[src/rtl/lsms_pkg.sv]
`timescale 1ns / 1ps
`default_nettype none

package lsms_pkg;

    // field widths of the stream words
    localparam int MODE_W   = 3;
    localparam int VALUE_W  = 32;
    localparam int STATUS_W = 2;

    // input mode codes
    localparam logic [MODE_W-1:0] MODE_PUSH_FRONT = 3'd0;
    localparam logic [MODE_W-1:0] MODE_PUSH_BACK  = 3'd1;
    localparam logic [MODE_W-1:0] MODE_POP_FRONT  = 3'd2;
    localparam logic [MODE_W-1:0] MODE_SORT       = 3'd3;
    localparam logic [MODE_W-1:0] MODE_EMIT       = 3'd4;

    // result status codes
    localparam logic [STATUS_W-1:0] STATUS_ELEMENT  = 2'd0;
    localparam logic [STATUS_W-1:0] STATUS_INSERTED = 2'd1;
    localparam logic [STATUS_W-1:0] STATUS_FULL     = 2'd2;
    localparam logic [STATUS_W-1:0] STATUS_EMPTY    = 2'd3;

endpackage

`default_nettype wire

[src/rtl/lsms_ram.sv]
`timescale 1ns / 1ps
`default_nettype none

module lsms_ram #(
    parameter int DEPTH = 32,
    parameter int PTR_W = 5
) (
    input  wire logic                             i_clk,
    input  wire logic                             i_we,
    input  wire logic [PTR_W-1:0]                 i_waddr,
    input  wire logic [lsms_pkg::VALUE_W-1:0]     i_wdata,
    input  wire logic                             i_re,
    input  wire logic [PTR_W-1:0]                 i_raddr,
    output logic      [lsms_pkg::VALUE_W-1:0]     o_rdata
);

    logic [lsms_pkg::VALUE_W-1:0] r_mem [DEPTH];
    logic [lsms_pkg::VALUE_W-1:0] r_rdata;

    // write port
    always_ff @(posedge i_clk) begin
        if (i_we) begin
            r_mem[i_waddr] <= i_wdata;
        end
    end

    // registered read port, hold data between reads
    always_ff @(posedge i_clk) begin
        if (i_re) begin
            r_rdata <= r_mem[i_raddr];
        end
    end

    assign o_rdata = r_rdata;

endmodule

`default_nettype wire

[src/rtl/lsms_ctrl.sv]
`timescale 1ns / 1ps
`default_nettype none

module lsms_ctrl #(
    parameter int DEPTH = 32,
    parameter int CNT_W = 6,
    parameter int PTR_W = 5
) (
    input  wire logic                              i_clk,
    input  wire logic                              i_rst_n,
    // input words
    input  wire logic                              i_in_valid,
    output logic                                   o_in_ready,
    input  wire logic [lsms_pkg::MODE_W-1:0]       i_mode,
    input  wire logic [lsms_pkg::VALUE_W-1:0]      i_value,
    // result words
    output logic                                   o_out_valid,
    input  wire logic                              i_out_ready,
    output logic      [lsms_pkg::VALUE_W-1:0]      o_element,
    output logic      [lsms_pkg::STATUS_W-1:0]     o_status,
    output logic                                   o_last,
    // element store port
    output logic                                   o_we,
    output logic      [PTR_W-1:0]                  o_waddr,
    output logic      [lsms_pkg::VALUE_W-1:0]      o_wdata,
    output logic                                   o_re,
    output logic      [PTR_W-1:0]                  o_raddr,
    input  wire logic [lsms_pkg::VALUE_W-1:0]      i_rdata,
    // fill level
    output logic      [CNT_W-1:0]                  o_count
);

    localparam int SUM_W = CNT_W + 1;

    typedef enum logic [2:0] {
        ST_IDLE,
        ST_POP,
        ST_KEY_RD,
        ST_KEY_LD,
        ST_CMP,
        ST_PUT,
        ST_EMIT_RD,
        ST_EMIT_OUT
    } t_state;

    t_state                        r_state, n_state;
    logic [CNT_W-1:0]              r_count, n_count;
    logic [PTR_W-1:0]              r_front, n_front;
    logic [CNT_W-1:0]              r_i, n_i;
    logic [CNT_W-1:0]              r_j, n_j;
    logic [lsms_pkg::VALUE_W-1:0]  r_key, n_key;
    logic                          r_out_valid, n_out_valid;
    logic [lsms_pkg::VALUE_W-1:0]  r_element, n_element;
    logic [lsms_pkg::STATUS_W-1:0] r_status, n_status;
    logic                          r_last, n_last;

    logic                          out_free;
    logic                          accept;
    logic                          is_full;
    logic                          is_empty;
    logic [PTR_W-1:0]              front_dec;
    logic                          key_less;

    // ring slot of the element at a list offset below DEPTH
    function automatic logic [PTR_W-1:0] slot(input logic [PTR_W-1:0] front,
                                             input logic [CNT_W-1:0] off);
        logic [SUM_W-1:0] sum;
        sum = SUM_W'(front) + SUM_W'(off);
        if (sum >= SUM_W'(DEPTH)) begin
            sum = sum - SUM_W'(DEPTH);
        end
        return sum[PTR_W-1:0];
    endfunction

    assign out_free   = !r_out_valid || i_out_ready;
    assign o_in_ready = (r_state == ST_IDLE) && out_free;
    assign accept     = i_in_valid && o_in_ready;
    assign is_full    = (r_count == CNT_W'(DEPTH));
    assign is_empty   = (r_count == '0);
    assign front_dec  = (r_front == '0) ? PTR_W'(DEPTH - 1) : r_front - PTR_W'(1);
    // compare unit: the element ahead is strictly greater than the key
    assign key_less   = $signed(i_rdata) > $signed(r_key);

    // sequence one input word at a time
    always_comb begin
        n_state     = r_state;
        n_count     = r_count;
        n_front     = r_front;
        n_i         = r_i;
        n_j         = r_j;
        n_key       = r_key;
        n_out_valid = r_out_valid && !i_out_ready;
        n_element   = r_element;
        n_status    = r_status;
        n_last      = r_last;
        o_we        = 1'b0;
        o_waddr     = '0;
        o_wdata     = '0;
        o_re        = 1'b0;
        o_raddr     = '0;

        unique case (r_state)
            ST_IDLE: begin
                if (accept) begin
                    unique case (i_mode) inside
                        lsms_pkg::MODE_PUSH_FRONT, lsms_pkg::MODE_PUSH_BACK: begin
                            n_out_valid = 1'b1;
                            n_element   = '0;
                            n_last      = 1'b1;
                            if (is_full) begin
                                n_status = lsms_pkg::STATUS_FULL;
                            end else begin
                                n_status = lsms_pkg::STATUS_INSERTED;
                                o_we     = 1'b1;
                                o_wdata  = i_value;
                                n_count  = r_count + CNT_W'(1);
                                if (i_mode == lsms_pkg::MODE_PUSH_FRONT) begin
                                    o_waddr = front_dec;
                                    n_front = front_dec;
                                end else begin
                                    o_waddr = slot(r_front, r_count);
                                end
                            end
                        end
                        lsms_pkg::MODE_POP_FRONT: begin
                            if (is_empty) begin
                                n_out_valid = 1'b1;
                                n_element   = '0;
                                n_status    = lsms_pkg::STATUS_EMPTY;
                                n_last      = 1'b1;
                            end else begin
                                o_re    = 1'b1;
                                o_raddr = r_front;
                                n_state = ST_POP;
                            end
                        end
                        lsms_pkg::MODE_SORT, lsms_pkg::MODE_EMIT: begin
                            if (is_empty) begin
                                n_out_valid = 1'b1;
                                n_element   = '0;
                                n_status    = lsms_pkg::STATUS_EMPTY;
                                n_last      = 1'b1;
                            end else if (i_mode == lsms_pkg::MODE_SORT &&
                                         r_count != CNT_W'(1)) begin
                                n_i     = CNT_W'(1);
                                n_state = ST_KEY_RD;
                            end else begin
                                n_i     = '0;
                                n_state = ST_EMIT_RD;
                            end
                        end
                        default: begin
                        end
                    endcase
                end
            end
            ST_POP: begin
                // hand out the front word and drop it
                if (out_free) begin
                    n_out_valid = 1'b1;
                    n_element   = i_rdata;
                    n_status    = lsms_pkg::STATUS_ELEMENT;
                    n_last      = 1'b1;
                    n_front     = slot(r_front, CNT_W'(1));
                    n_count     = r_count - CNT_W'(1);
                    n_state     = ST_IDLE;
                end
            end
            ST_KEY_RD: begin
                o_re    = 1'b1;
                o_raddr = slot(r_front, r_i);
                n_j     = r_i;
                n_state = ST_KEY_LD;
            end
            ST_KEY_LD: begin
                n_key   = i_rdata;
                o_re    = 1'b1;
                o_raddr = slot(r_front, r_j - CNT_W'(1));
                n_state = ST_CMP;
            end
            ST_CMP: begin
                o_we    = 1'b1;
                o_waddr = slot(r_front, r_j);
                if (key_less) begin
                    // shift the greater word up one place
                    o_wdata = i_rdata;
                    n_j     = r_j - CNT_W'(1);
                    if (r_j == CNT_W'(1)) begin
                        n_state = ST_PUT;
                    end else begin
                        o_re    = 1'b1;
                        o_raddr = slot(r_front, r_j - CNT_W'(2));
                    end
                end else begin
                    o_wdata = r_key;
                    n_i     = r_i + CNT_W'(1);
                    if (r_i + CNT_W'(1) == r_count) begin
                        n_i     = '0;
                        n_state = ST_EMIT_RD;
                    end else begin
                        n_state = ST_KEY_RD;
                    end
                end
            end
            ST_PUT: begin
                o_we    = 1'b1;
                o_waddr = slot(r_front, r_j);
                o_wdata = r_key;
                n_i     = r_i + CNT_W'(1);
                if (r_i + CNT_W'(1) == r_count) begin
                    n_i     = '0;
                    n_state = ST_EMIT_RD;
                end else begin
                    n_state = ST_KEY_RD;
                end
            end
            ST_EMIT_RD: begin
                o_re    = 1'b1;
                o_raddr = slot(r_front, r_i);
                n_state = ST_EMIT_OUT;
            end
            ST_EMIT_OUT: begin
                if (out_free) begin
                    n_out_valid = 1'b1;
                    n_element   = i_rdata;
                    n_status    = lsms_pkg::STATUS_ELEMENT;
                    n_last      = (r_i + CNT_W'(1) == r_count);
                    if (r_i + CNT_W'(1) == r_count) begin
                        n_i     = '0;
                        n_state = ST_IDLE;
                    end else begin
                        n_i     = r_i + CNT_W'(1);
                        n_state = ST_EMIT_RD;
                    end
                end
            end
            default: begin
                n_state = ST_IDLE;
            end
        endcase
    end

    // hold state and the output register
    always_ff @(posedge i_clk) begin
        r_key     <= n_key;
        r_element <= n_element;
        r_status  <= n_status;
        r_last    <= n_last;
        if (!i_rst_n) begin
            r_state     <= ST_IDLE;
            r_count     <= '0;
            r_front     <= '0;
            r_i         <= '0;
            r_j         <= '0;
            r_out_valid <= 1'b0;
        end else begin
            r_state     <= n_state;
            r_count     <= n_count;
            r_front     <= n_front;
            r_i         <= n_i;
            r_j         <= n_j;
            r_out_valid <= n_out_valid;
        end
    end

    assign o_out_valid = r_out_valid;
    assign o_element   = r_element;
    assign o_status    = r_status;
    assign o_last      = r_last;
    assign o_count     = r_count;

endmodule

`default_nettype wire

[src/rtl/list_store_with_merge_sort.sv]
`timescale 1ns / 1ps
`default_nettype none

// Ordered list of up to DEPTH signed 32-bit words held in a ring store, driven by a
// stream of command words (tuser = mode, tdata = value). Push front/back answers one
// inserted or full word in the cycle after accept; pop reads the front word through
// the store's read register and answers it once the output register is free; emit
// answers one word per element, last set on the final one; pop, sort or emit on an
// empty list answers a single empty word. Sort runs a stable insertion pass in place
// before emitting. The pop, sort and emit steps share the single read port of the
// element store, and the sort uses one signed comparator. The block takes a new
// command only when idle and its output register is free or being taken; mode codes
// 5 to 7 are taken and ignored.
module list_store_with_merge_sort #(
    parameter int DEPTH = 32
) (
    input  wire logic                              i_clk,
    input  wire logic                              i_rst_n,
    // command words
    input  wire logic                              i_s_axis_tvalid,
    output logic                                   o_s_axis_tready,
    input  wire logic [lsms_pkg::VALUE_W-1:0]      i_s_axis_tdata,  // [31:0] value
    input  wire logic [lsms_pkg::MODE_W-1:0]       i_s_axis_tuser,  // [2:0] mode
    // result words
    output logic                                   o_m_axis_tvalid,
    input  wire logic                              i_m_axis_tready,
    output logic      [lsms_pkg::VALUE_W-1:0]      o_m_axis_tdata,  // [31:0] element
    output logic      [lsms_pkg::STATUS_W-1:0]     o_m_axis_tuser,  // [1:0] status
    output logic                                   o_m_axis_tlast
);

    localparam int CNT_W = $clog2(DEPTH + 1);
    localparam int PTR_W = $clog2(DEPTH);

    logic                         mem_we;
    logic [PTR_W-1:0]             mem_waddr;
    logic [lsms_pkg::VALUE_W-1:0] mem_wdata;
    logic                         mem_re;
    logic [PTR_W-1:0]             mem_raddr;
    logic [lsms_pkg::VALUE_W-1:0] mem_rdata;
    logic [CNT_W-1:0]             count;

    lsms_ctrl #(
        .DEPTH (DEPTH),
        .CNT_W (CNT_W),
        .PTR_W (PTR_W)
    ) u_ctrl (
        .i_clk       (i_clk),
        .i_rst_n     (i_rst_n),
        .i_in_valid  (i_s_axis_tvalid),
        .o_in_ready  (o_s_axis_tready),
        .i_mode      (i_s_axis_tuser),
        .i_value     (i_s_axis_tdata),
        .o_out_valid (o_m_axis_tvalid),
        .i_out_ready (i_m_axis_tready),
        .o_element   (o_m_axis_tdata),
        .o_status    (o_m_axis_tuser),
        .o_last      (o_m_axis_tlast),
        .o_we        (mem_we),
        .o_waddr     (mem_waddr),
        .o_wdata     (mem_wdata),
        .o_re        (mem_re),
        .o_raddr     (mem_raddr),
        .i_rdata     (mem_rdata),
        .o_count     (count)
    );

    lsms_ram #(
        .DEPTH (DEPTH),
        .PTR_W (PTR_W)
    ) u_ram (
        .i_clk   (i_clk),
        .i_we    (mem_we),
        .i_waddr (mem_waddr),
        .i_wdata (mem_wdata),
        .i_re    (mem_re),
        .i_raddr (mem_raddr),
        .o_rdata (mem_rdata)
    );

    logic s_accept;
    logic push_cmd;

    assign s_accept = i_s_axis_tvalid && o_s_axis_tready;
    assign push_cmd = (i_s_axis_tuser == lsms_pkg::MODE_PUSH_FRONT) ||
                      (i_s_axis_tuser == lsms_pkg::MODE_PUSH_BACK);

    // fill level never passes the depth
    a_count_bound: assert property (@(posedge i_clk) disable iff (!i_rst_n)
        count <= CNT_W'(DEPTH))
        else $error("element count above depth");

    // a push into a full list is refused at once and leaves the count alone
    a_full_refuse: assert property (@(posedge i_clk) disable iff (!i_rst_n)
        s_accept && push_cmd && count == CNT_W'(DEPTH) |=>
        o_m_axis_tvalid && o_m_axis_tlast &&
        o_m_axis_tuser == lsms_pkg::STATUS_FULL && count == $past(count))
        else $error("full push not refused");

    // a push with room grows the list by one
    a_push_grow: assert property (@(posedge i_clk) disable iff (!i_rst_n)
        s_accept && push_cmd && count != CNT_W'(DEPTH) |=>
        count == $past(count) + CNT_W'(1) &&
        o_m_axis_tuser == lsms_pkg::STATUS_INSERTED)
        else $error("push did not grow the list");

    // a command is taken only when the output register can take its answer
    a_ready_free: assert property (@(posedge i_clk) disable iff (!i_rst_n)
        o_s_axis_tready |-> !o_m_axis_tvalid || i_m_axis_tready)
        else $error("command taken while a result is stalled");

endmodule

`default_nettype wire

[config.mk]
export PLATFORM = sky130hd
export DESIGN_NAME = list_store_with_merge_sort
export DESIGN_NICKNAME = d
export VERILOG_FILES = /design/src/rtl/lsms_pkg.sv /design/src/rtl/lsms_ram.sv /design/src/rtl/lsms_ctrl.sv /design/src/rtl/list_store_with_merge_sort.sv
export SDC_FILE = /design/constraint.sdc
export NUM_CORES = 1
export LEC_CHECK = 0
export BUFFER_PORTS_ARGS = -buffer_cell sky130_fd_sc_hd__buf_2
export CAP_MARGIN = 20
export CELL_PAD_IN_SITES_DETAIL_PLACEMENT = 1
export CELL_PAD_IN_SITES_GLOBAL_PLACEMENT = 1
export CORE_MARGIN = 1.5
export CORE_UTILIZATION = 48
export CTS_BUF_LIST = sky130_fd_sc_hd__clkbuf_8
export DETAILED_ROUTE_END_ITERATION = 6
export PLACE_DENSITY_LB_ADDON = 0.1
export RECOVER_POWER = 100
export SLEW_MARGIN = 25
export SYNTH_ARGS = -nofsm -noshare
export SYNTH_HDL_FRONTEND = slang
export SYNTH_SLANG_ARGS = --single-unit
[constraint.sdc]
create_clock -name i_clk -period 4.6 [get_ports i_clk]
set_input_delay 0.46 -clock i_clk [delete_from_list [all_inputs] [get_ports i_clk]]
set_output_delay 0.46 -clock i_clk [all_outputs]
set_load 0.02 [all_outputs]
* Word level (Yosys, flattened, before mapping) *
Memory sizes are Yosys's and may differ from the RTL's. A register that Yosys moved wholly into a read port is not among the register bits.
Cells that the tools add are included.

word-level totals
  register bits = 94
  bits in writable memories = 1024
  bits of input ports = 39
  output and inout port bits = 37
  logic and storage cells = 188
  memories kept = 1

operators by class
  add/sub/neg operators = 18
  magnitude comparators = 7
  equal/unequal tests = 32
  multiplexer cells = 90
  reductions and logical operators = 30

memory list
  name         depth  bits a word  read ports  clocked after Yosys merged registers in  write ports  line            RTL
  u_ram.r_mem  32     32           1           1                                        1            lsms_ram.sv:17  logic [lsms_pkg::VALUE_W-1:0] r_mem [DEPTH];

operator list
  operator                                                                             count
  32-bit two-way mux                                                                   7
  32-bit case mux with 2 select lines                                                  2
  5-bit two-way mux                                                                    21
  32-bit case mux with 3 select lines                                                  1
  6-bit two-way mux                                                                    11
  5-bit by 6-bit adder with 7-bit output                                               5
  7-bit by 6-bit greater-or-equal comparator with 1-bit output, second input constant  5
  5-bit by 1-bit subtractor with 5-bit output, second input constant                   7
  32-bit greater-than comparator                                                       1
  3-bit two-way mux                                                                    10
  3-bit case mux with 8 select lines                                                   1
  6-bit case mux with 2 select lines                                                   2
  6-bit case mux with 4 select lines                                                   1
  5-bit case mux with 2 select lines                                                   2
  5-bit case mux with 4 select lines                                                   1
  1-bit two-way mux                                                                    18
  6-bit AND reduction                                                                  3
  3-bit equality test, second input constant                                           5
  3-bit inequality test, second input constant                                         5
  2-bit inequality test, second input constant                                         7
  6-bit by 1-bit adder with 6-bit output, second input constant                        2
  3-bit by 2-bit equality test with 1-bit output, second input constant                4
  6-bit by 1-bit subtractor with 6-bit output, second input constant                   2
  5-bit AND reduction                                                                  2
  28 further kinds                                                                     52

* Logic depth before layout (Yosys ltp) *
  depth in word-level cells = 8
  mapped depth = 20
  depth with buffers taken out = 17

* By module *
A second synthesis with hierarchy kept.

second synthesis, totals
  cells, all modules = 2963
  area total of the unflattened synthesis = 47436.7 um2

by module, submodules not included
  module     instances  cells an instance  area an instance (um2)  seq. area each (um2)
  lsms_ram   1          2260               40812.9                 31710.4
  lsms_ctrl  1          703                6623.9                  2552.4

* Least setup slack after synthesis *
Ideal clock, no wire load.

  kind = reg-to-reg
  from = register u_ctrl.r_count[1], in the netlist u_ctrl.o_count[1]
  to = register u_ctrl.r_element, in the netlist u_ctrl.o_element[0], enable pin
  library setup time = 0.472 ns
  arrival time = 3.767 ns
  data required time = 4.128 ns
  path slack = 0.361 ns
  stages on the path, launching flop included = 9
  buffers on the path = 0
  clock period less this slack = 4.239 ns
  path through = dfxtp_1 -> inv_1 -> ha_1 -> nand3b_1 -> o21a_1 -> o22a_1 -> nor2_1 -> a21oi_1 -> o21ai_0

on the way
  longest elaborated chain between the ends = 3

RTL lines
  what                                                               line              RTL
  start, declared                                                    lsms_ctrl.sv:47   logic [CNT_W-1:0] r_count, n_count;
  start signal, assigned                                             lsms_ctrl.sv:258  r_count <= n_count;
  6-bit zero test                                                    lsms_ctrl.sv:79   assign is_empty = (r_count == '0);
  3-bit by 2-bit inequality test with 1-bit output (no source line)  --
  5-bit AND reduction (no source line)                               --
  end signal, assigned                                               lsms_ctrl.sv:246  r_element <= n_element;
  end, declared                                                      lsms_ctrl.sv:53   logic [lsms_pkg::VALUE_W-1:0] r_element, n_element;

Every way passes these cells.
A chain may end at the register's enable or synchronous reset.

* Worst setup path after layout *
  from = register u_ram.r_rdata, in the netlist u_ram.o_rdata[5], read port of u_ram.r_mem
  to = register u_ram.r_rdata, in the netlist u_ram.o_rdata[15], read port of u_ram.r_mem, data pin

on the way
  longest elaborated chain between the ends = 3
  elaborated cells on any way between the ends = 5
  classes of those cells = 1 x order compare; 4 x mux

RTL lines
  what                                                                                      line              RTL
  start, declared                                                                           lsms_ram.sv:18    logic [lsms_pkg::VALUE_W-1:0] r_rdata;
  32-bit greater-than comparator *                                                          lsms_ctrl.sv:82   assign key_less = $signed(i_rdata) > $signed(r_key);
  5-bit two-way mux or 1-bit two-way mux (tied branches)                                    lsms_ctrl.sv:184  if (key_less) begin
  5-bit case mux with 4 select lines or 1-bit case mux with 3 select lines (tied branches)  lsms_ctrl.sv:102  unique case (r_state)

Mark *: on every way between the ends. The rest lies on a longest branch, timed or not.

==> metrics <==
Yosys cell types 76; synthesized area per cell 14.2 µm²; initial antenna violation count 1; die width between 300 and 400 µm; via count about 32000; vias in the first global route 34500; CTS H-tree depth 4; crit start category flop; Hold Crit Class primary input to flop; post-route ant nets 0; GPL Wtd Cong just under 0.9; fin crit period 4.50 ns; drt total wl roughly 150 mm; first-pass GRT wire length around 220 mm; die span in y 319 µm; WHS Endpoint u_ctrl.r_i[0]$_SDFFE_PN0P_; clk sinks 1150; synth top area cells edfxtp_1 (70%), nand2_1 (2.9%), a221oi_1 (2.4%); Final Max Slew Viols 37; area grow syn2layout 14.9%; placed insts 4768; drt pass-1 iters 6; top-count cell post-synth edfxtp_1; final hold viol count 0; r2r endpoint u_ram.o_rdata[15]$_DFFE_PP_; CP required 5.21 ns; # DRC 0; GR Util met2 48.2%; busiest grt layer met2; grt met3 use 4.81%; Max Buffers Root-to-Sink 3; pin count of the biggest net entering global routing 66; Die ar. 0.102 mm²; post-route insts no fill 5114; Total Power 27.4 mW; Max VDD drop 0.000371 V; Post-Synthesis Cell Area about 0.048 mm²; Yosys top cell by area edfxtp_1; Fin Clk Skew between 0.04 and 0.05 ns; Hold Path Cell Cnt 5; Slew Limit Headroom -5.14%; Port Buf Inserts 75; Iteration-0 DRC Markers 3264; worst r2r src u_ram.o_rdata[5]$_DFFE_PP_; DR WL/cell 29.4 µm; initial core utilization 48.6%; Synth Instances 3378; Via density 6.32; Post-Syn Nets 3478; Yosys warnings 0; Worst Max-Slew Pin Slew about 1.6 ns; share of layout cells above drive strength 1 between 10% and 20%; Post-synth top cells edfxtp_1 (1123), nand2_1 (370), a21oi_1 (174); Site Rows between 100 and 150; Seq/Total Area, Yosys 71.4%; crit share post-route 97.9%; ys async rst share 0%; Final setup violation count 0; CTS tree done; max frequency 222 MHz; final worst slack roughly 0.1 ns; Post-synth top flop edfxtp_1; Pwr Density 497 mW/mm²; Critical Path Fanout Max 23; Post-synth EDFFs around 1100; Worst Path Arrival 5.11 ns; leakage 19.1 nW; worst reg2reg setup slack 0.1 ns; clock slew at reported path FFs about 0.060 ns; global-route usage over all layers 29.6%; r2r worst-path depth 15; TritonCTS Buffers 186; worst hold path startpoint i_s_axis_tuser[0]; failing checks max-capacitance violations, max-slew violations; dpl ws -0.0299 ns; grt ovf 0; kind of critical path flop to flop; number of synthesized register bits about 1200; Ports between 70 and 80; post-synth top area share 70.3%; Core Box Area 0.0987 mm²; Crit. End Element flop; M1 GR Usage 38.6%; RSZ-0062 raised after global routing no; fin nets ~3800; status complete, but fails checks; # Max-Cap Violations 1; clock latency on the worst-skew pair 0.88 ns; root buf cell clkbuf_8; Post-DP HPWL about 90 mm
==> worst max path at each step <==
stage,startpoint,endpoint,cells after the start
2_1_floorplan,u_ctrl.o_count[1]$_SDFFE_PN0P_,u_ctrl.o_element[0]$_SDFFCE_PN0P_,8
3_3_place_gp,u_ram.o_rdata[19]$_DFFE_PP_,u_ram.o_rdata[14]$_DFFE_PP_,16
3_5_place_dp,u_ram.o_rdata[19]$_DFFE_PP_,u_ram.o_rdata[14]$_DFFE_PP_,16
4_1_cts,u_ram.o_rdata[19]$_DFFE_PP_,u_ram.o_rdata[14]$_DFFE_PP_,16
5_1_grt,u_ctrl.r_j[1]$_SDFFE_PN0P_,u_ram.o_rdata[14]$_DFFE_PP_,16
6_report,u_ram.o_rdata[5]$_DFFE_PP_,u_ram.o_rdata[15]$_DFFE_PP_,15
==> layout by cell type (no fill, tap or decap), drive strengths merged, types with 5 or more instances in the layout <==
cell	n
edfxtp	1123
nor2	94
and2	165
o31ai	132
a31oi	67
a22oi	97
nor3	141
xnor2	22
xor2	14
buf	251
nand3	46
a21o	8
ha	57
clkinv	65
nor2b	5
o22ai	6
nand2b	7
or3	10
a222oi	32
a221oi	130
nor4	131
clkbuf	301
inv	166
a21oi	175
dfxtp	27
nand4	43
mux4	34
and3	6
o21ai	28
nand2	370
==> cell families after synthesis <==
family | share of synthesized area [%]
XOR/XNOR | 0.751
flip-flops | 71.4
multiplexers | 1.66
adder cells (fa/ha/maj) | 1.65
AND/OR/NAND/NOR | 10.7
buffers and inverters | 3.17
AO/OA/AOI/OAI | 10.7
==> flip-flops by register name, summed over array words and instances (netlist names) <==
register / flops
u_ram.r_mem: 1024
u_ctrl.o_element: 32
u_ctrl.r_key: 32
u_ram.o_rdata: 32
u_ctrl.o_count: 6
u_ctrl.r_i: 6
u_ctrl.r_j: 6
u_ctrl.r_front: 5
u_ctrl.r_state: 3
u_ctrl.o_status: 2
u_ctrl.o_last: 1
u_ctrl.o_out_valid: 1
==> layer usage <==
layer,vias to the layer above,routed length (µm)
met1,16800,61600
li1,13900,-
met4,0,7090
met3,329,9370
met2,1338,72600
met5,-,0
==> report_power, final <==
group	switching, mW	total, mW	internal, mW
clock	4.15	8.07	3.92
combinational	4.41	6.55	2.14
sequential	0.227	12.8	12.5
==> metrics by stage <==
| step | utilization, % | hold WS, ns | cell area (µm²) | TNS (ns) |
|---|---|---|---|---|
| finish | 55.9 | 0.189 | 55100 | 0 |
| global route | 55.9 | 0.129 | 55100 | 0 |
| CTS | 56.7 | 0.0754 | 56000 | 0 |
| detailed placement | 53.3 | 0.517 | 52600 | -0.0299 |
| global placement | 53.3 | 0.502 | 52600 | 0 |
| floorplan | - | 0.466 | 48000 | 0 |
==> worst max-delay path, cell delays in order, from the launching register on <==
cell      delay, ns
edfxtp_1       0.57
ha_1           0.38
nand4_1        0.19
nor3_1         0.34
a21boi_1       0.26
o31a_1         0.24
o31a_1         0.21
buf_12         0.15
a31o_4         0.29
buf_12         0.22
clkbuf_4       0.26
a221oi_1       0.11
o31ai_1        0.31
nand4_1        0.13
buf_4          0.18
a31oi_1        0.35
==> area by class of cell <==
type	instances	area, µm²
fill	9548	43600
sequential	1150	34300
multi-input combinational	1885	12500
timing repair buffer	367	3110
clock buffer	187	2570
tap	1287	1610
clock inverter	150	743
inverter	86	323
antenna	2	5.00
==> timing repair <==
action	in CTS	in global routing
hold buffers	2	0
pin swaps	0	2
buffers inserted	0	3
gates resized for setup	1	2
endpoints found under the hold margin	3	0
setup endpoints to repair	1	3
(Power assumes the default switching activity.)
